## config.mk

```make
export PLATFORM = sky130hd
export DESIGN_NAME = multidrop_link_master_flat
export DESIGN_NICKNAME = d
export VERILOG_FILES = /design/src/hdl/mlm_pkg.sv /design/src/hdl/mlm_req_if.sv /design/src/hdl/mlm_rsp_if.sv /design/src/hdl/mlm_frame_mem.sv /design/src/hdl/mlm_csr.sv /design/src/hdl/mlm_rsp_buf.sv /design/src/hdl/mlm_ctrl.sv /design/src/hdl/multidrop_link_master.sv /design/src/flat_wrapper.sv
export SDC_FILE = /design/constraint.sdc
export NUM_CORES = 1
export LEC_CHECK = 0
export BUFFER_PORTS_ARGS = -buffer_cell sky130_fd_sc_hd__buf_2
export CAP_MARGIN = 10
export CORE_ASPECT_RATIO = 1.4
export CORE_MARGIN = 2
export CORE_UTILIZATION = 45
export DETAILED_ROUTE_END_ITERATION = 10
export SLEW_MARGIN = 20
export SYNTH_ARGS = -nofsm -noshare
export SYNTH_HDL_FRONTEND = slang
export SYNTH_SLANG_ARGS = --single-unit
```

## constraint.sdc

```tcl
create_clock -name clock -period 4.2 [get_ports clock]
set_input_delay 0.21 -clock clock [delete_from_list [all_inputs] [get_ports clock]]
set_output_delay 0.21 -clock clock [all_outputs]
set_load 0.05 [all_outputs]
```

## src/hdl/mlm_pkg.sv

```systemverilog
// ----------------------------------------------------------------------------
// mlm_pkg : shared types and constants for the multidrop link master
// Codes, field widths, beat structs and the answer terminator check.
// ----------------------------------------------------------------------------
package mlm_pkg;

   localparam int FRAME_DEPTH_DEF = 32;

   localparam int CMD_W      = 3;
   localparam int DATA_W     = 8;
   localparam int KIND_W     = 2;
   localparam int STATUS_W   = 3;
   localparam int TIMER_W    = 16;
   localparam int SENDS_W    = 3;
   localparam int CSR_ADDR_W = 3;
   localparam int CSR_DATA_W = 32;

   localparam logic [TIMER_W-1:0] TIMEOUT_RESET   = 16'd10000;
   localparam logic [SENDS_W-1:0] MAX_SENDS_RESET = 3'd3;

   localparam logic [DATA_W-1:0] ACK_BYTE    = 8'h80;
   localparam logic [DATA_W-1:0] NACK_BYTE   = 8'h81;
   localparam logic [DATA_W-1:0] CKSUM_MASK  = 8'h7F;
   localparam logic [DATA_W-1:0] TERM_LF     = 8'h0A;
   localparam logic [DATA_W-1:0] TERM_CR     = 8'h0D;
   localparam logic [DATA_W-1:0] TERM_SEMI   = 8'h3B;
   localparam logic [DATA_W-1:0] TERM_BANG   = 8'h21;
   localparam logic [DATA_W-1:0] TERM_QUEST  = 8'h3F;
   localparam logic [DATA_W-1:0] TERM_DOLLAR = 8'h24;

   typedef enum logic [CMD_W-1:0] {
      CMD_START = 3'd0,
      CMD_BYTE  = 3'd1,
      CMD_END   = 3'd2,
      CMD_RX    = 3'd3,
      CMD_TICK  = 3'd4
   } cmd_type;

   typedef enum logic [KIND_W-1:0] {
      KIND_TX     = 2'd0,
      KIND_ANSWER = 2'd1,
      KIND_DONE   = 2'd2
   } kind_type;

   typedef enum logic [STATUS_W-1:0] {
      STAT_OK          = 3'd0,
      STAT_ACK_TIMEOUT = 3'd1,
      STAT_NACK        = 3'd2,
      STAT_ANS_TIMEOUT = 3'd3,
      STAT_ANS_CKSUM   = 3'd4
   } status_type;

   typedef enum logic [2:0] {
      LINK_IDLE     = 3'd0,
      LINK_BUILD    = 3'd1,
      LINK_WAIT_ACK = 3'd2,
      LINK_ANSWER   = 3'd3,
      LINK_ANS_CK   = 3'd4
   } link_type;

   typedef enum logic [1:0] {
      SEQ_IDLE = 2'd0,
      SEQ_READ = 2'd1,
      SEQ_LOAD = 2'd2
   } seq_type;

   typedef enum logic {
      REG_TIMEOUT   = 1'b0,
      REG_MAX_SENDS = 1'b1
   } reg_idx_type;

   typedef struct packed {
      kind_type                kind;
      logic [DATA_W-1:0]       byte_out;
      logic                    addr_bit;
      status_type              status;
      logic                    last;
   } rsp_type;

   typedef struct packed {
      logic [TIMER_W-1:0] timeout_ticks;
      logic [SENDS_W-1:0] max_sends;
   } cfg_type;

   function automatic logic is_terminator(input logic [DATA_W-1:0] b);
      return (b == TERM_LF) || (b == TERM_CR) || (b == TERM_SEMI) ||
             (b == TERM_BANG) || (b == TERM_QUEST) || (b == TERM_DOLLAR);
   endfunction

endpackage

```

## src/hdl/mlm_req_if.sv

```systemverilog
// ----------------------------------------------------------------------------
// mlm_req_if : request channel of the multidrop link master
// Valid/ready channel carrying command, data byte and request flag.
// ----------------------------------------------------------------------------
interface mlm_req_if import mlm_pkg::*; ();
   logic              valid;
   logic              ready;
   logic [CMD_W-1:0]  cmd;
   logic [DATA_W-1:0] data;
   logic              is_request;

   modport source (output valid, output cmd, output data, output is_request, input ready);
   modport sink   (input valid, input cmd, input data, input is_request, output ready);
endinterface

```

## src/hdl/mlm_rsp_if.sv

```systemverilog
// ----------------------------------------------------------------------------
// mlm_rsp_if : response channel of the multidrop link master
// Valid/ready channel carrying one event beat.
// ----------------------------------------------------------------------------
interface mlm_rsp_if import mlm_pkg::*; ();
   logic                valid;
   logic                ready;
   logic [KIND_W-1:0]   kind;
   logic [DATA_W-1:0]   byte_out;
   logic                addr_bit;
   logic [STATUS_W-1:0] status;
   logic                last;

   modport source (output valid, output kind, output byte_out, output addr_bit,
                   output status, output last, input ready);
   modport sink   (input valid, input kind, input byte_out, input addr_bit,
                   input status, input last, output ready);
endinterface

```

## src/hdl/mlm_frame_mem.sv

```systemverilog
// ----------------------------------------------------------------------------
// mlm_frame_mem : frame store
// One write port, one read port, read data registered.
// ----------------------------------------------------------------------------
module mlm_frame_mem import mlm_pkg::*; #(
   parameter int FRAME_DEPTH = FRAME_DEPTH_DEF,
   localparam int AW = $clog2(FRAME_DEPTH)
) (
   input  logic              clock,
   input  logic              wr_en,
   input  logic [AW-1:0]     wr_addr,
   input  logic [DATA_W-1:0] wr_data,
   input  logic              rd_en,
   input  logic [AW-1:0]     rd_addr,
   output logic [DATA_W-1:0] rd_data
);

   logic [DATA_W-1:0] mem [FRAME_DEPTH];
   logic [DATA_W-1:0] rd_data_ff;

   always_ff @(posedge clock) begin
      if (wr_en) begin
         mem[wr_addr] <= wr_data;
      end
   end

   always_ff @(posedge clock) begin
      if (rd_en) begin
         rd_data_ff <= mem[rd_addr];
      end
   end

   assign rd_data = rd_data_ff;

endmodule

```

## src/hdl/mlm_csr.sv

```systemverilog
// ----------------------------------------------------------------------------
// mlm_csr : configuration registers
// APB-style slave holding the timeout and the send limit.
// ----------------------------------------------------------------------------
module mlm_csr import mlm_pkg::*; (
   input  logic                  clock,
   input  logic                  reset,
   input  logic                  psel,
   input  logic                  penable,
   input  logic                  pwrite,
   input  logic [CSR_ADDR_W-1:0] paddr,
   input  logic [CSR_DATA_W-1:0] pwdata,
   output logic [CSR_DATA_W-1:0] prdata,
   output logic                  pready,
   output cfg_type               cfg
);

   logic [TIMER_W-1:0] timeout_ff, timeout_in;
   logic [SENDS_W-1:0] max_sends_ff, max_sends_in;
   logic               wr_beat;
   reg_idx_type        idx;

   // registers sit on 4-byte strides; low address bits are don't-care
   assign idx     = reg_idx_type'(paddr[2]);
   assign pready  = 1'b1;
   assign wr_beat = psel && penable && pwrite && pready;

   always_comb begin
      timeout_in   = timeout_ff;
      max_sends_in = max_sends_ff;
      if (wr_beat) begin
         unique case (idx)
            REG_TIMEOUT:   timeout_in   = pwdata[TIMER_W-1:0];
            REG_MAX_SENDS: max_sends_in = pwdata[SENDS_W-1:0];
            default: ;
         endcase
      end
   end

   always_ff @(posedge clock) begin
      if (reset) begin
         timeout_ff   <= TIMEOUT_RESET;
         max_sends_ff <= MAX_SENDS_RESET;
      end else begin
         timeout_ff   <= timeout_in;
         max_sends_ff <= max_sends_in;
      end
   end

   always_comb begin
      unique case (idx)
         REG_TIMEOUT:   prdata = CSR_DATA_W'(timeout_ff);
         REG_MAX_SENDS: prdata = CSR_DATA_W'(max_sends_ff);
         default:       prdata = '0;
      endcase
   end

   assign cfg.timeout_ticks = timeout_ff;
   assign cfg.max_sends     = max_sends_ff;

endmodule

```

## src/hdl/mlm_rsp_buf.sv

```systemverilog
// ----------------------------------------------------------------------------
// mlm_rsp_buf : response output stage
// Output register plus one hold slot, so the core can push while a beat waits.
// ----------------------------------------------------------------------------
module mlm_rsp_buf import mlm_pkg::*; (
   input  logic     clock,
   input  logic     reset,
   input  logic     push_valid,
   input  rsp_type  push_data,
   output logic     push_free,
   mlm_rsp_if.source rsp_bus
);

   logic    out_valid_ff, out_valid_in;
   logic    hold_valid_ff, hold_valid_in;
   rsp_type out_ff, out_in;
   rsp_type hold_ff, hold_in;
   logic    take;
   logic    move;

   assign take      = out_valid_ff && rsp_bus.ready;
   assign move      = !out_valid_ff || take;
   assign push_free = !hold_valid_ff;

   always_comb begin
      out_in        = out_ff;
      hold_in       = hold_ff;
      out_valid_in  = out_valid_ff;
      hold_valid_in = hold_valid_ff;
      if (move) begin
         out_valid_in  = hold_valid_ff || push_valid;
         out_in        = hold_valid_ff ? hold_ff : push_data;
         hold_valid_in = 1'b0;
      end else if (push_valid && !hold_valid_ff) begin
         hold_in       = push_data;
         hold_valid_in = 1'b1;
      end
   end

   always_ff @(posedge clock) begin
      if (reset) begin
         out_valid_ff  <= 1'b0;
         hold_valid_ff <= 1'b0;
      end else begin
         out_valid_ff  <= out_valid_in;
         hold_valid_ff <= hold_valid_in;
      end
   end

   always_ff @(posedge clock) begin
      out_ff  <= out_in;
      hold_ff <= hold_in;
   end

   assign rsp_bus.valid    = out_valid_ff;
   assign rsp_bus.kind     = out_ff.kind;
   assign rsp_bus.byte_out = out_ff.byte_out;
   assign rsp_bus.addr_bit = out_ff.addr_bit;
   assign rsp_bus.status   = out_ff.status;
   assign rsp_bus.last     = out_ff.last;

endmodule

```

## src/hdl/mlm_ctrl.sv

```systemverilog
// ----------------------------------------------------------------------------
// mlm_ctrl : link protocol engine
// Handles one beat per item, keeps link state and sequences frame resends.
// ----------------------------------------------------------------------------
module mlm_ctrl import mlm_pkg::*; #(
   parameter int FRAME_DEPTH = FRAME_DEPTH_DEF,
   localparam int AW = $clog2(FRAME_DEPTH),
   localparam int LW = $clog2(FRAME_DEPTH + 1)
) (
   input  logic              clock,
   input  logic              reset,
   input  cfg_type           cfg,
   mlm_req_if.sink           req_bus,
   input  logic              push_free,
   output logic              push_valid,
   output rsp_type           push_data,
   output logic              mem_wr_en,
   output logic [AW-1:0]     mem_wr_addr,
   output logic [DATA_W-1:0] mem_wr_data,
   output logic              mem_rd_en,
   output logic [AW-1:0]     mem_rd_addr,
   input  logic [DATA_W-1:0] mem_rd_data
);

   link_type           link_ff, link_in;
   logic [LW-1:0]      len_ff, len_in;
   logic [DATA_W-1:0]  sum_ff, sum_in;
   logic [SENDS_W-1:0] send_ff, send_in;
   logic               reqf_ff, reqf_in;
   logic [TIMER_W-1:0] timer_ff, timer_in;
   seq_type            seq_ff, seq_in;
   logic [AW-1:0]      idx_ff, idx_in;

   logic    accept;
   logic    start_resend;
   logic    item_push;
   rsp_type item_rsp;
   logic    load;
   logic    idx_last;

   assign accept   = req_bus.valid && req_bus.ready;
   assign idx_last = (LW'(idx_ff) + LW'(1)) == len_ff;

   // item processing
   always_comb begin
      logic               fin_req;
      logic               fail_req;
      status_type         fin_stat;
      status_type         fail_stat;
      logic [TIMER_W-1:0] timer_dec;
      logic [DATA_W-1:0]  ck;

      fin_req      = 1'b0;
      fail_req     = 1'b0;
      fin_stat     = STAT_OK;
      fail_stat    = STAT_OK;
      timer_dec    = (timer_ff != '0) ? timer_ff - TIMER_W'(1) : '0;
      ck           = sum_ff & CKSUM_MASK;

      link_in      = link_ff;
      len_in       = len_ff;
      sum_in       = sum_ff;
      send_in      = send_ff;
      reqf_in      = reqf_ff;
      timer_in     = timer_ff;
      start_resend = 1'b0;
      item_push    = 1'b0;
      item_rsp     = '{kind: KIND_TX, byte_out: req_bus.data, addr_bit: 1'b0,
                       status: STAT_OK, last: 1'b1};
      mem_wr_en    = 1'b0;
      mem_wr_addr  = len_ff[AW-1:0];
      mem_wr_data  = req_bus.data;

      if (accept) begin
         unique case (cmd_type'(req_bus.cmd))
            CMD_START: begin
               mem_wr_en         = 1'b1;
               mem_wr_addr       = '0;
               len_in            = LW'(1);
               sum_in            = '0;
               send_in           = '0;
               reqf_in           = 1'b0;
               link_in           = LINK_BUILD;
               item_push         = 1'b1;
               item_rsp.addr_bit = 1'b1;
            end
            CMD_BYTE: begin
               // last store entry is reserved for the checksum
               if (link_ff == LINK_BUILD && len_ff < LW'(FRAME_DEPTH - 1)) begin
                  mem_wr_en = 1'b1;
                  len_in    = len_ff + LW'(1);
                  sum_in    = sum_ff + req_bus.data;
                  item_push = 1'b1;
               end
            end
            CMD_END: begin
               if (link_ff == LINK_BUILD && len_ff < LW'(FRAME_DEPTH)) begin
                  mem_wr_en         = 1'b1;
                  mem_wr_data       = ck;
                  len_in            = len_ff + LW'(1);
                  reqf_in           = req_bus.is_request;
                  send_in           = SENDS_W'(1);
                  timer_in          = cfg.timeout_ticks;
                  link_in           = LINK_WAIT_ACK;
                  item_push         = 1'b1;
                  item_rsp.byte_out = ck;
               end
            end
            CMD_RX: begin
               unique case (link_ff)
                  LINK_WAIT_ACK: begin
                     if (req_bus.data == ACK_BYTE) begin
                        send_in = '0;
                        sum_in  = '0;
                        if (reqf_ff) begin
                           link_in  = LINK_ANSWER;
                           timer_in = cfg.timeout_ticks;
                        end else begin
                           fin_req = 1'b1;
                        end
                     end else if (req_bus.data == NACK_BYTE) begin
                        fail_req  = 1'b1;
                        fail_stat = STAT_NACK;
                     end
                  end
                  LINK_ANSWER: begin
                     timer_in = cfg.timeout_ticks;
                     sum_in   = sum_ff + req_bus.data;
                     if (is_terminator(req_bus.data)) begin
                        link_in = LINK_ANS_CK;
                     end else begin
                        item_push     = 1'b1;
                        item_rsp.kind = KIND_ANSWER;
                     end
                  end
                  LINK_ANS_CK: begin
                     fin_req  = 1'b1;
                     fin_stat = (req_bus.data == ck) ? STAT_OK : STAT_ANS_CKSUM;
                  end
                  default: ;
               endcase
            end
            CMD_TICK: begin
               if (link_ff == LINK_WAIT_ACK || link_ff == LINK_ANSWER ||
                   link_ff == LINK_ANS_CK) begin
                  timer_in = timer_dec;
                  if (timer_dec == '0) begin
                     if (link_ff == LINK_WAIT_ACK) begin
                        fail_req  = 1'b1;
                        fail_stat = STAT_ACK_TIMEOUT;
                     end else begin
                        fin_req  = 1'b1;
                        fin_stat = STAT_ANS_TIMEOUT;
                     end
                  end
               end
            end
            default: ;
         endcase
      end

      // failed attempt: give up at the limit, else resend the stored frame
      if (fail_req) begin
         if (send_ff >= cfg.max_sends) begin
            fin_req  = 1'b1;
            fin_stat = fail_stat;
         end else begin
            send_in      = send_ff + SENDS_W'(1);
            timer_in     = cfg.timeout_ticks;
            link_in      = LINK_WAIT_ACK;
            start_resend = 1'b1;
         end
      end

      if (fin_req) begin
         link_in   = LINK_IDLE;
         send_in   = '0;
         reqf_in   = 1'b0;
         item_push = 1'b1;
         item_rsp  = '{kind: KIND_DONE, byte_out: '0, addr_bit: 1'b0,
                       status: fin_stat, last: 1'b1};
      end
   end

   // resend sequencer: next state
   always_comb begin
      seq_in = seq_ff;
      unique case (seq_ff)
         SEQ_IDLE: if (start_resend) seq_in = SEQ_READ;
         SEQ_READ: if (push_free) seq_in = SEQ_LOAD;
         SEQ_LOAD: seq_in = idx_last ? SEQ_IDLE : SEQ_READ;
         default:  seq_in = SEQ_IDLE;
      endcase
   end

   // resend sequencer: outputs
   always_comb begin
      req_bus.ready = 1'b0;
      mem_rd_en     = 1'b0;
      load          = 1'b0;
      unique case (seq_ff)
         SEQ_IDLE: req_bus.ready = push_free;
         SEQ_READ: mem_rd_en     = push_free;
         SEQ_LOAD: load          = 1'b1;
         default: ;
      endcase
   end

   assign mem_rd_addr = idx_ff;

   always_comb begin
      idx_in = idx_ff;
      if (start_resend) begin
         idx_in = '0;
      end else if (load) begin
         idx_in = idx_ff + AW'(1);
      end
   end

   always_comb begin
      push_valid = item_push || load;
      push_data  = item_rsp;
      if (load) begin
         push_data = '{kind: KIND_TX, byte_out: mem_rd_data, addr_bit: (idx_ff == '0),
                       status: STAT_OK, last: idx_last};
      end
   end

   always_ff @(posedge clock) begin
      if (reset) begin
         link_ff  <= LINK_IDLE;
         len_ff   <= '0;
         sum_ff   <= '0;
         send_ff  <= '0;
         reqf_ff  <= 1'b0;
         timer_ff <= '0;
         seq_ff   <= SEQ_IDLE;
         idx_ff   <= '0;
      end else begin
         link_ff  <= link_in;
         len_ff   <= len_in;
         sum_ff   <= sum_in;
         send_ff  <= send_in;
         reqf_ff  <= reqf_in;
         timer_ff <= timer_in;
         seq_ff   <= seq_in;
         idx_ff   <= idx_in;
      end
   end

endmodule

```

## src/hdl/multidrop_link_master.sv

```systemverilog
// ----------------------------------------------------------------------------
// multidrop_link_master : master side of a 9-bit multidrop serial link
// Builds, checksums and sends frames, waits for ack/nack, resends on failure
// and passes out answer bytes with a final status beat.
// ----------------------------------------------------------------------------
//
//  channel   direction  handshake             payload
//  req_bus   in         valid/ready           cmd, data, is_request
//  rsp_bus   out        valid/ready           kind, byte_out, addr_bit, status, last
//  csr (APB) in         psel/penable, pready  paddr, pwdata, prdata
//
//  Single-beat items are accepted while req ready is high; ready is high while
//  the resend sequencer is idle and the hold slot behind the output register
//  is free. A resend reads each stored byte from the frame store, then loads
//  it into the output stage, waiting at each read for a free hold slot.
//  rsp stalls back up into the hold slot, then into the resend sequencer and
//  finally into req ready. Synchronous reset clears all control state; the
//  frame store is not cleared, since only entries written by the current
//  frame are ever read back.
//
module multidrop_link_master import mlm_pkg::*; #(
   parameter int FRAME_DEPTH = FRAME_DEPTH_DEF
) (
   input  logic                  clock,
   input  logic                  reset,
   mlm_req_if.sink               req_bus,
   mlm_rsp_if.source             rsp_bus,
   input  logic                  psel,
   input  logic                  penable,
   input  logic                  pwrite,
   input  logic [CSR_ADDR_W-1:0] paddr,
   input  logic [CSR_DATA_W-1:0] pwdata,
   output logic [CSR_DATA_W-1:0] prdata,
   output logic                  pready
);

   localparam int AW = $clog2(FRAME_DEPTH);

   cfg_type           cfg;
   logic              push_free;
   logic              push_valid;
   rsp_type           push_data;
   logic              mem_wr_en;
   logic [AW-1:0]     mem_wr_addr;
   logic [DATA_W-1:0] mem_wr_data;
   logic              mem_rd_en;
   logic [AW-1:0]     mem_rd_addr;
   logic [DATA_W-1:0] mem_rd_data;

   // timeout and send limit
   mlm_csr u_csr (
      .clock   (clock),
      .reset   (reset),
      .psel    (psel),
      .penable (penable),
      .pwrite  (pwrite),
      .paddr   (paddr),
      .pwdata  (pwdata),
      .prdata  (prdata),
      .pready  (pready),
      .cfg     (cfg)
   );

   // frame store, address byte at entry 0, checksum at the end
   mlm_frame_mem #(.FRAME_DEPTH(FRAME_DEPTH)) u_mem (
      .clock   (clock),
      .wr_en   (mem_wr_en),
      .wr_addr (mem_wr_addr),
      .wr_data (mem_wr_data),
      .rd_en   (mem_rd_en),
      .rd_addr (mem_rd_addr),
      .rd_data (mem_rd_data)
   );

   // protocol engine and resend sequencer
   mlm_ctrl #(.FRAME_DEPTH(FRAME_DEPTH)) u_ctrl (
      .clock       (clock),
      .reset       (reset),
      .cfg         (cfg),
      .req_bus     (req_bus),
      .push_free   (push_free),
      .push_valid  (push_valid),
      .push_data   (push_data),
      .mem_wr_en   (mem_wr_en),
      .mem_wr_addr (mem_wr_addr),
      .mem_wr_data (mem_wr_data),
      .mem_rd_en   (mem_rd_en),
      .mem_rd_addr (mem_rd_addr),
      .mem_rd_data (mem_rd_data)
   );

   // output register plus hold slot
   mlm_rsp_buf u_rsp_buf (
      .clock      (clock),
      .reset      (reset),
      .push_valid (push_valid),
      .push_data  (push_data),
      .push_free  (push_free),
      .rsp_bus    (rsp_bus)
   );

   // a finished beat always closes its item
   a_done_last: assert property (@(posedge clock) disable iff (reset)
      rsp_bus.valid && rsp_bus.kind == KIND_DONE |-> rsp_bus.last)
      else $error("finished beat without last");

   // only finished beats carry a status
   a_status_done: assert property (@(posedge clock) disable iff (reset)
      rsp_bus.valid && rsp_bus.kind != KIND_DONE |-> rsp_bus.status == STAT_OK)
      else $error("status on a non-finished beat");

   // the ninth bit marks transmitted address bytes only
   a_addr_tx: assert property (@(posedge clock) disable iff (reset)
      rsp_bus.valid && rsp_bus.addr_bit |-> rsp_bus.kind == KIND_TX)
      else $error("address bit on a non-transmit beat");

   // reset empties the output stage
   a_reset_empty: assert property (@(posedge clock)
      reset |=> !rsp_bus.valid)
      else $error("response valid right after reset");

endmodule
```

## src/flat_wrapper.sv

```systemverilog
// flat-port wrapper written by rule: the top's interface ports become plain ports
module multidrop_link_master_flat import mlm_pkg::*;
#(
   parameter int FRAME_DEPTH = FRAME_DEPTH_DEF
)
  (clock, reset, psel, penable, pwrite, paddr, pwdata, prdata, pready, req_bus_valid, req_bus_cmd, req_bus_data, req_bus_is_request, req_bus_ready, rsp_bus_valid, rsp_bus_kind, rsp_bus_byte_out, rsp_bus_addr_bit, rsp_bus_status, rsp_bus_last, rsp_bus_ready);
  mlm_req_if req_bus_i ();
  mlm_rsp_if rsp_bus_i ();
  input  logic clock;
  input  logic reset;
  input  logic psel;
  input  logic penable;
  input  logic pwrite;
  input  logic [CSR_ADDR_W-1:0] paddr;
  input  logic [CSR_DATA_W-1:0] pwdata;
  output logic [CSR_DATA_W-1:0] prdata;
  output logic pready;
  input wire logic [$bits(req_bus_i.valid)-1:0] req_bus_valid;
  input wire logic [$bits(req_bus_i.cmd)-1:0] req_bus_cmd;
  input wire logic [$bits(req_bus_i.data)-1:0] req_bus_data;
  input wire logic [$bits(req_bus_i.is_request)-1:0] req_bus_is_request;
  output wire logic [$bits(req_bus_i.ready)-1:0] req_bus_ready;
  output wire logic [$bits(rsp_bus_i.valid)-1:0] rsp_bus_valid;
  output wire logic [$bits(rsp_bus_i.kind)-1:0] rsp_bus_kind;
  output wire logic [$bits(rsp_bus_i.byte_out)-1:0] rsp_bus_byte_out;
  output wire logic [$bits(rsp_bus_i.addr_bit)-1:0] rsp_bus_addr_bit;
  output wire logic [$bits(rsp_bus_i.status)-1:0] rsp_bus_status;
  output wire logic [$bits(rsp_bus_i.last)-1:0] rsp_bus_last;
  input wire logic [$bits(rsp_bus_i.ready)-1:0] rsp_bus_ready;
  assign req_bus_i.valid = req_bus_valid;
  assign req_bus_i.cmd = req_bus_cmd;
  assign req_bus_i.data = req_bus_data;
  assign req_bus_i.is_request = req_bus_is_request;
  assign req_bus_ready = req_bus_i.ready;
  assign rsp_bus_valid = rsp_bus_i.valid;
  assign rsp_bus_kind = rsp_bus_i.kind;
  assign rsp_bus_byte_out = rsp_bus_i.byte_out;
  assign rsp_bus_addr_bit = rsp_bus_i.addr_bit;
  assign rsp_bus_status = rsp_bus_i.status;
  assign rsp_bus_last = rsp_bus_i.last;
  assign rsp_bus_i.ready = rsp_bus_ready;
  multidrop_link_master #(.FRAME_DEPTH(FRAME_DEPTH)) u_core (.clock(clock), .reset(reset), .req_bus(req_bus_i), .rsp_bus(rsp_bus_i), .psel(psel), .penable(penable), .pwrite(pwrite), .paddr(paddr), .pwdata(pwdata), .prdata(prdata), .pready(pready));
endmodule
```

==> flow_metrics.tcl, run 1 <==
set metrics [dict create \
    setup_viol 0 \
    grt_pass1_vias 9997 \
    cts_resized 0 \
    fin_crit_sh 0.809 \
    ir_drop_v 0.000320 \
    fillers 3010 \
    clock-sinks 358 \
    synthFlopType "edfxtp_1" \
    area_growth_pct 13.4 \
    via_per_inst 5.60 \
    ys_types 87 \
    cts_buffers 35 \
    antenna_found_initial 0 \
    wirelength_um 36200 \
    fin_nets 1309 \
    cts_setup_buffers 0 \
    finalSetupTns_ns 0 \
    cts_root_buf "clkbuf_16" \
    overflow 0 \
    synth.avg_cell_area_um2 14.3 \
    routed-via-count 9666 \
    netlist_instances 1137 \
    start_util 0.455 \
    critPathRequiredTime_ns 4.41 \
    grt_max_degree 35 \
    cp.arrival_ns 3.60 \
    clk_pin_slew_ns 0.06 \
    max_slew_margin 0.271 \
    synth-seq-area-share 0.623 \
    ctsHtreeMaxLevel 2 \
    p_leak_nw 6.20 \
    yosysTopAreaCell "edfxtp_1" \
    drv_slew 0 \
    finalWeightedCongestion 0.866 \
    port_buffers 68 \
    yosysWarnings 0 \
    critical_path_class "flip-flop to flip-flop" \
    cts.hold.buffers_added 17 \
    dp_hpwl_um 25300 \
    crit_chain "inv_1 -> ha_1 -> or4b_1 -> nor3_1 -> o41a_1 -> o31ai_1 -> a41oi_4 -> o31ai_4 -> nor4_1 -> nor3_4" \
    rsz0062_at_grt "false" \
    drt-wirelength-per-cell_um 21.0 \
    layout_commonest_cell "edfxtp_1" \
    synth_top_cell_area_share 0.544 \
    die_h_um 229 \
    async_flop_share 0 \
    layout_common_cells "edfxtp_1, nor2_1, nand2_1" \
    worstPathMaxFanout 15 \
    synth-xor-area-share 0.0119 \
    insertion_delay_ns 0.51 \
    synth_top_family_by_area "multiplexers" \
    crit_path_end_kind "flip-flop" \
    drc 0 \
    hold_class "input pin to flip-flop" \
    ys_top_cells_by_area "edfxtp_1, mux4_2, dfxtp_1" \
    grt_use_total 0.196 \
    grt_first_pass_wirelength_um 56200 \
    syn_area_um2 16200 \
    finClkSkew_ns 0.0161 \
    fmax_mhz 294 \
    synth_compound_area_frac 0.0855 \
    synth.area.mux_share 0.129 \
    rows 82 \
    diodes 0 \
    synth-simple-area-share 0.108 \
    core_area_um2 35700 \
    finalPower_w 0.00702 \
    final-seq-area_um2 10100 \
    cts_buffer_depth 3 \
    synthAdderAreaFrac 0.0120 \
    dieArea_um2 37600 \
    hold_violations 0 \
    start_kind "flip-flop" \
    boundaryPins 104 \
    synth_edf_count 294 \
    worst_slew_pin_slew_ns 1.09 \
    cts_tree "built" \
    multiInputGateArea_um2 5700 \
    yosys_register_bits 358 \
    die_w_um 165 \
    drive_gt1_frac 0.234 \
    postRouteAntennaNets 0 \
    first_pass_iters 5 \
    p_per_area_nw_per_um2 381 \
    cpMaxStageDelayCell "nor4_1" \
    drtIter0Drc 719 \
    crit_path_max_incr_delay_ns 0.65 \
    max_cap_viol_count 0 \
    post-route-min-period_ns 3.40 \
    outcome "finished clean" \
]
## sequential cells by signal (all words and copies together), names as in the netlist, 2 cells and up
name                               cells
u_core.u_csr.max_sends_ff              3
u_core.u_csr.timeout_ff               16
u_core.u_ctrl.len_ff                   6
u_core.u_ctrl.link_ff                  3
u_core.u_ctrl.mem_rd_addr              5
u_core.u_ctrl.send_ff                  3
u_core.u_ctrl.seq_ff                   2
u_core.u_ctrl.sum_ff                   7
u_core.u_ctrl.timer_ff                16
u_core.u_mem.mem                     256
u_core.u_mem.rd_data                   8
u_core.u_rsp_buf.hold_ff              15
u_core.u_rsp_buf.rsp_bus.byte_out      8
u_core.u_rsp_buf.rsp_bus.kind          2
u_core.u_rsp_buf.rsp_bus.status        3
## kinds of logic after synthesis
group	Yosys count
buf+inv	106
xor+xnor	22
flops	358
other cells	2
simple gates	340
compound gates	187
fa+ha+maj	15
mux	107
## layout make-up
class	count	area share
well taps	462	0.0314
inverters	25	0.00510
flip-flops and latches	358	0.549
multi-input cells	688	0.310
clock buffers	43	0.0515
repair buffers	132	0.0483
clock inverters	18	0.00449
## final timing paths
kind	slack, ns	to	cells past startpoint	from
worst max-delay path	0.80	u_core.u_rsp_buf.hold_ff[6]$_DFFE_PP_	10	u_core.u_ctrl.timer_ff[0]$_SDFF_PP0_
worst min-delay path	0.19	u_core.u_csr.max_sends_ff[0]$_SDFFE_PP1P_	4	pwrite
worst max register to register	0.80	u_core.u_rsp_buf.hold_ff[6]$_DFFE_PP_	10	u_core.u_ctrl.timer_ff[0]$_SDFF_PP0_
worst min register to register	0.49	u_core.u_csr.timeout_ff[5]$_SDFFE_PP0P_	2	u_core.u_csr.timeout_ff[5]$_SDFFE_PP0P_
## per-stage QoR
stage / setup WS, ns / hold WS [ns] / utilization / cell area, µm² / cells
final: 0.803 / 0.187 / 0.516 / 18400 / 1726
after global routing: 0.593 / 0.218 / 0.516 / 18400 / 1726
after CTS: 0.534 / 0.172 / 0.515 / 18400 / 1726
after detailed placement: 0.556 / 0.428 / 0.482 / 17200 / 1648
after global placement: 0.641 / 0.426 / 0.482 / 17200 / 1648
after floorplan: 0.510 / 0.334 / - / 16300 / 1152
## layer usage
layer	up-vias	GRT usage	part of all wire	wire length, µm
li1	4555	-	-	-
met1	4817	0.224	0.38	13700
met2	234	0.361	0.54	19600
met3	60	0.0263	0.039	1400
met4	0	0.0842	0.040	1440
met5	-	0	0	0
## synthesized netlist by cell type, types with 8 or more instances
library cell,n
xor2_1,11
clkbuf_1,49
xnor2_1,11
mux2i_1,12
mux4_2,80
edfxtp_1,294
a21o_1,11
buf_4,18
o2bb2ai_2,10
mux2_2,15
nor2b_1,20
nor2_1,104
ha_1,14
nor3_1,24
a21oi_1,52
nand3b_1,8
nand2b_1,8
nand4_1,14
nand3_1,14
o31ai_1,19
o21ai_0,28
nand2_1,92
a22oi_1,15
inv_1,25
dfxtp_1,64
## worst max-delay path: cells and delay by family, from the launching register on
family                   cells  cell delay (ns)
buffers and inverters        1             0.11
adder cells (fa/ha/maj)      1             0.33
AND/OR/NAND/NOR              4             1.55
AO/OA/AOI/OAI                4             0.75
flip-flops                   1             0.36
## where the power goes
group | leakage, nW | total [W] | internal [W] | switching, W
Combinational | 2.52 | 0.000307 | 0.0000773 | 0.000229
Sequential | 3.18 | 0.00386 | 0.00385 | 0.0000139
Clock | 0.498 | 0.00285 | 0.00160 | 0.00125
No activity file was read; power rests on OpenSTA's default activity.
==> inputs of run 2 (changes only) <==
==> constraint.sdc (replaced) <==
create_clock -name clock -period 2.8 [get_ports clock]
set_input_delay 0.14 -clock clock [delete_from_list [all_inputs] [get_ports clock]]
set_output_delay 0.14 -clock clock [all_outputs]
set_load 0.05 [all_outputs]
==> flow_metrics.tcl, run 2 (synthesized netlist as in run 1, its figures left out) <==
set metrics [dict create \
    critical_path_class "flip-flop to flip-flop" \
    drtIter0Drc 574 \
    largest_reg_flops 256 \
    power.switching_w 0.00235 \
    port_buffers 68 \
    cts_tree "built" \
    clk_pin_slew_ns 0.06 \
    worstPathMaxFanout 6 \
    crit_path_end_kind "flip-flop" \
    core_area_um2 35700 \
    postRouteAntennaNets 0 \
    fmax_mhz 357 \
    setup_viol 2 \
    ir_drop_v 0.000430 \
    rows 82 \
    layout_common_cells "edfxtp_1, buf_4, nor2_1" \
    dp_hpwl_um 26300 \
    fin_crit_sh 1.00 \
    first_pass_iters 5 \
    via_per_inst 5.54 \
    p_int_w 0.00876 \
    p_leak_nw 6.75 \
    max_cap_viol_count 0 \
    finish.utilization 0.544 \
    antenna_found_initial 0 \
    cts_buffer_depth 3 \
    diodes 0 \
    layout_setup_ws_ns -0.000789 \
    rsz0062_at_grt "true" \
    critPathRequiredTime_ns 3.03 \
    grt_pass1_vias 10323 \
    outcome "complete, but fails checks" \
    cts_buffers 35 \
    violations "negative setup slack" \
    die_w_um 165 \
    drv_slew 0 \
    p_per_area_nw_per_um2 572 \
    p_comb_frac 0.046 \
    cp.arrival_ns 3.03 \
    grt_max_degree 34 \
    post-route-min-period_ns 2.80 \
    start_util 0.455 \
    worst_slew_pin_slew_ns 0.944 \
    drive_gt1_frac 0.313 \
    finalWeightedCongestion 0.878 \
    largestRegisters "u_core.u_mem.mem x256, u_core.u_csr.timeout_ff x16, u_core.u_ctrl.timer_ff x16" \
    routed-via-count 10042 \
    dieArea_um2 37600 \
    cts_root_buf "clkbuf_16" \
    p_seq_frac 0.521 \
    area_growth_pct 19.6 \
    finalPower_w 0.0111 \
    p_clk_frac 0.433 \
    boundaryPins 104 \
    insertion_delay_ns 0.53 \
    start_kind "flip-flop" \
    fin_nets 1393 \
    hold_violations 0 \
    drc 0 \
    finClkSkew_ns 0.0248 \
    max_slew_margin 0.370 \
    switching_share 0.211 \
    regMostFlops "u_core.u_mem.mem" \
    hold_class "input pin to flip-flop" \
    ctsHtreeMaxLevel 2 \
    pre_cts_slack_ns -0.0886 \
    die_h_um 229 \
    clock-sinks 358 \
    overflow 0 \
    finalSetupTns_ns -0.00147 \
    grt_use_total 0.202 \
    grt_first_pass_wirelength_um 57800 \
    wirelength_um 37500 \
    layout_commonest_cell "edfxtp_1" \
    drt-wirelength-per-cell_um 20.7 \
]
run 2: path summary, 6_finish.rpt:
kind	depth (start not counted)	startpoint	to	slack (ns)
min	5	penable	u_core.u_csr.timeout_ff[0]$_SDFFE_PP0P_	0.06
min reg2reg	2	u_core.u_csr.timeout_ff[14]$_SDFFE_PP0P_	u_core.u_csr.timeout_ff[14]$_SDFFE_PP0P_	0.50
max	10	u_core.u_ctrl.seq_ff[1]$_SDFFE_PP0P_	u_core.u_rsp_buf.hold_ff[2]$_DFFE_PP_	-0.0008
max reg2reg	10	u_core.u_ctrl.seq_ff[1]$_SDFFE_PP0P_	u_core.u_rsp_buf.hold_ff[2]$_DFFE_PP_	-0.0008
run 2: critical path: stages, from the launching register on:
cell     delay (ns)
dfxtp_2        0.32
or4b_4         0.53
buf_6          0.15
nor2_8         0.10
nand4_4        0.08
nor4_4         0.28
a41oi_4        0.18
o31ai_4        0.38
nor4_4         0.08
nor3_4         0.24
buf_6          0.17
run 2: final cells by class:
| type | count | area (µm²) |
|---|---|---|
| inverters | 25 | 93.8 |
| flip-flops and latches | 358 | 10100 |
| clock buffers | 43 | 927 |
| clock inverters | 20 | 248 |
| well taps | 462 | 578 |
| repair buffers | 216 | 1580 |
| fillers | 2977 | 16300 |
| multi-input cells | 688 | 5860 |
run 2: layer usage:
| layer | wire, µm | part of all wire | global-route usage |
|---|---|---|---|
| met1 | 14000 | 0.37 | 0.229 |
| met2 | 20700 | 0.55 | 0.377 |
| met3 | 1430 | 0.038 | 0.0283 |
| met4 | 1470 | 0.039 | 0.0818 |
| met5 | 0 | 0 | 0 |
run 2: what timing repair did:
action                     CTS  global route
setup endpoints to repair   23            74
hold endpoints to repair    20             0
hold buffers                17             0
pin swaps                    2             5
resized for setup            5            22
gates cloned                 0             1
buffers inserted             0             4
run 2: per-stage QoR:
stage                     hold slack (ns)  area, µm²  std cells
after floorplan                     0.264      16400       1152
after global placement              0.354      17900       1727
after detailed placement            0.363      17900       1727
after CTS                          0.0444      19300       1807
after global routing               0.0861      19400       1812
final                              0.0632      19400       1812
run 2: power groups by stage:
stage               Sequential [W]  Combinational [W]  Clock [W]
floorplan                  0.00593           0.000292          0
global placement           0.00590           0.000476          0
detailed placement         0.00590           0.000486          0
CTS                        0.00579           0.000508    0.00495
global route               0.00578           0.000551    0.00515
finish                     0.00579           0.000511    0.00481
==> inputs of run 3 (changes only) <==
--- a/config.mk
+++ b/config.mk
@@ -9,8 +9,9 @@
 export CAP_MARGIN = 10
 export CORE_ASPECT_RATIO = 1.4
 export CORE_MARGIN = 2
-export CORE_UTILIZATION = 45
+export CORE_UTILIZATION = 55
 export DETAILED_ROUTE_END_ITERATION = 10
+export PLACE_DENSITY = 0.76
 export SLEW_MARGIN = 20
 export SYNTH_ARGS = -nofsm -noshare
 export SYNTH_HDL_FRONTEND = slang
==> flow_metrics.tcl, run 3 (synthesized netlist as in run 1, its figures left out) <==
set metrics [dict create \
    p_leak_nw 6.71 \
    cts_tree "built" \
    grt_max_degree 65 \
    routed-via-count 10288 \
    cpMaxStageDelayCell "nor2_1" \
    critical_path_class "flip-flop to flip-flop" \
    overflow 0 \
    layout_common_cells "edfxtp_1, buf_4, nand2_1" \
    drv_slew 0 \
    crit_chain "or4b_4 -> or2_0 -> nor2_2 -> buf_4 -> nand2_1 -> nor2_1" \
    largest_reg_flops 256 \
    path_buf_inv 1 \
    clock-sinks 358 \
    hold_class "input pin to flip-flop" \
    start_kind "flip-flop" \
    outcome "finished clean" \
    crit_path_end_kind "flip-flop" \
    ctsHtreeMaxLevel 2 \
    fin_crit_sh 0.990 \
    clk_pin_slew_ns 0.06 \
    port_buffers 68 \
    die_h_um 207 \
    fmax_mhz 361 \
    worst_slew_pin_slew_ns 0.790 \
    antenna_found_initial 0 \
    critPathRequiredTime_ns 2.97 \
    post-route-min-period_ns 2.77 \
    hold_slack_ns 0.0566 \
    regMostFlops "u_core.u_mem.mem" \
    rsz0062_at_grt "true" \
    layout_commonest_cell "edfxtp_1" \
    core_area_um2 29200 \
    finalWeightedCongestion 0.928 \
    via_per_inst 5.94 \
    critical-path-top-delay-family "simple AND/OR/NAND/NOR gates" \
    p_per_area_nw_per_um2 566 \
    largestRegisters "u_core.u_mem.mem x256, u_core.u_csr.timeout_ff x16, u_core.u_ctrl.timer_ff x16" \
    diodes 0 \
    area_growth_pct 19.1 \
    worstPathMaxFanout 8 \
    drt-wirelength-per-cell_um 21.9 \
    drc 0 \
    layout_setup_ws_ns 0.0291 \
    first_pass_iters 5 \
    cts_root_buf "clkbuf_16" \
    grt_pass1_vias 10692 \
    cp.arrival_ns 2.94 \
    finish.utilization 0.663 \
    finClkSkew_ns 0.0247 \
    grt_first_pass_wirelength_um 59000 \
    ir_drop_v 0.000433 \
    cts_buffers 35 \
    pre_cts_slack_ns -0.164 \
    postRouteAntennaNets 0 \
    drive_gt1_frac 0.311 \
    finalSetupTns_ns 0 \
    crit_path_max_incr_delay_ns 0.65 \
    drtIter0Drc 933 \
    fin_nets 1396 \
    max_cap_viol_count 0 \
    die_w_um 149 \
    cts_buffer_depth 3 \
    start_util 0.557 \
    insertion_delay_ns 0.54 \
    rrSetupSlack_ns 0.03 \
    dp_hpwl_um 25800 \
    max_slew_margin 0.471 \
    boundaryPins 104 \
    dieArea_um2 30900 \
    setup_viol 0 \
    rows 74 \
    wirelength_um 38000 \
    hold_violations 0 \
    grt_use_total 0.251 \
]
run 3: stage by stage:
step | area, µm² | instances | total power [W]
after floorplan | 16400 | 1152 | 0.00623
after global placement | 17800 | 1642 | 0.00638
after detailed placement | 17800 | 1642 | 0.00639
after CTS | 19200 | 1725 | 0.0110
after global routing | 19300 | 1733 | 0.0113
final | 19300 | 1733 | 0.0110
run 3: path summary, 6_finish.rpt:
kind / startpoint / endpoint / cells after the start
max reg2reg: u_core.u_ctrl.seq_ff[1]$_SDFFE_PP0P_ / u_core.u_mem.mem[4][1]$_DFFE_PP_ / 6
min: penable / u_core.u_csr.timeout_ff[1]$_SDFFE_PP0P_ / 5
min reg2reg: u_core.u_csr.timeout_ff[14]$_SDFFE_PP0P_ / u_core.u_csr.timeout_ff[14]$_SDFFE_PP0P_ / 2
max: u_core.u_ctrl.seq_ff[1]$_SDFFE_PP0P_ / u_core.u_mem.mem[4][1]$_DFFE_PP_ / 6
run 3: where the power goes:
part,switching (W),total (W),internal (W)
combinational,0.000367,0.000522,0.000155
clock,0.00197,0.00465,0.00267
sequential,0.0000169,0.00579,0.00577
total,0.00236,0.0110,0.00860
run 3: repair_timing:
action,CTS,global route
setup buffers,3,7
hold buffers,17,0
pin swaps,5,10
endpoints found under the setup margin,118,158
gates resized for setup,6,21
gates cloned,0,1
endpoints found under the hold margin,20,0
run 3: layer usage:
layer / wire length (µm) / part of all wire / global-route usage
met5: 0 / 0 / 0
met4: 1970 / 0.052 / 0.134
met3: 1810 / 0.047 / 0.0363
met2: 20700 / 0.55 / 0.452
met1: 13500 / 0.36 / 0.284
run 3: worst register-to-register path, cell delays in order (launching register included):
cell,delay (ns)
dfxtp_2,0.32
or4b_4,0.60
or2_0,0.28
nor2_2,0.18
buf_4,0.22
nand2_1,0.16
nor2_1,0.65
run 3: layout make-up:
| cell class | instances | area [µm²] |
|---|---|---|
| clock inverter | 21 | 201 |
| sequential | 358 | 10100 |
| timing repair buffer | 218 | 1630 |
| fill | 2049 | 9830 |
| multi-input combinational | 688 | 5870 |
| inverter | 25 | 97.6 |
| timing repair inverter | 1 | 7.51 |
| tap | 380 | 475 |
| clock buffer | 42 | 933 |
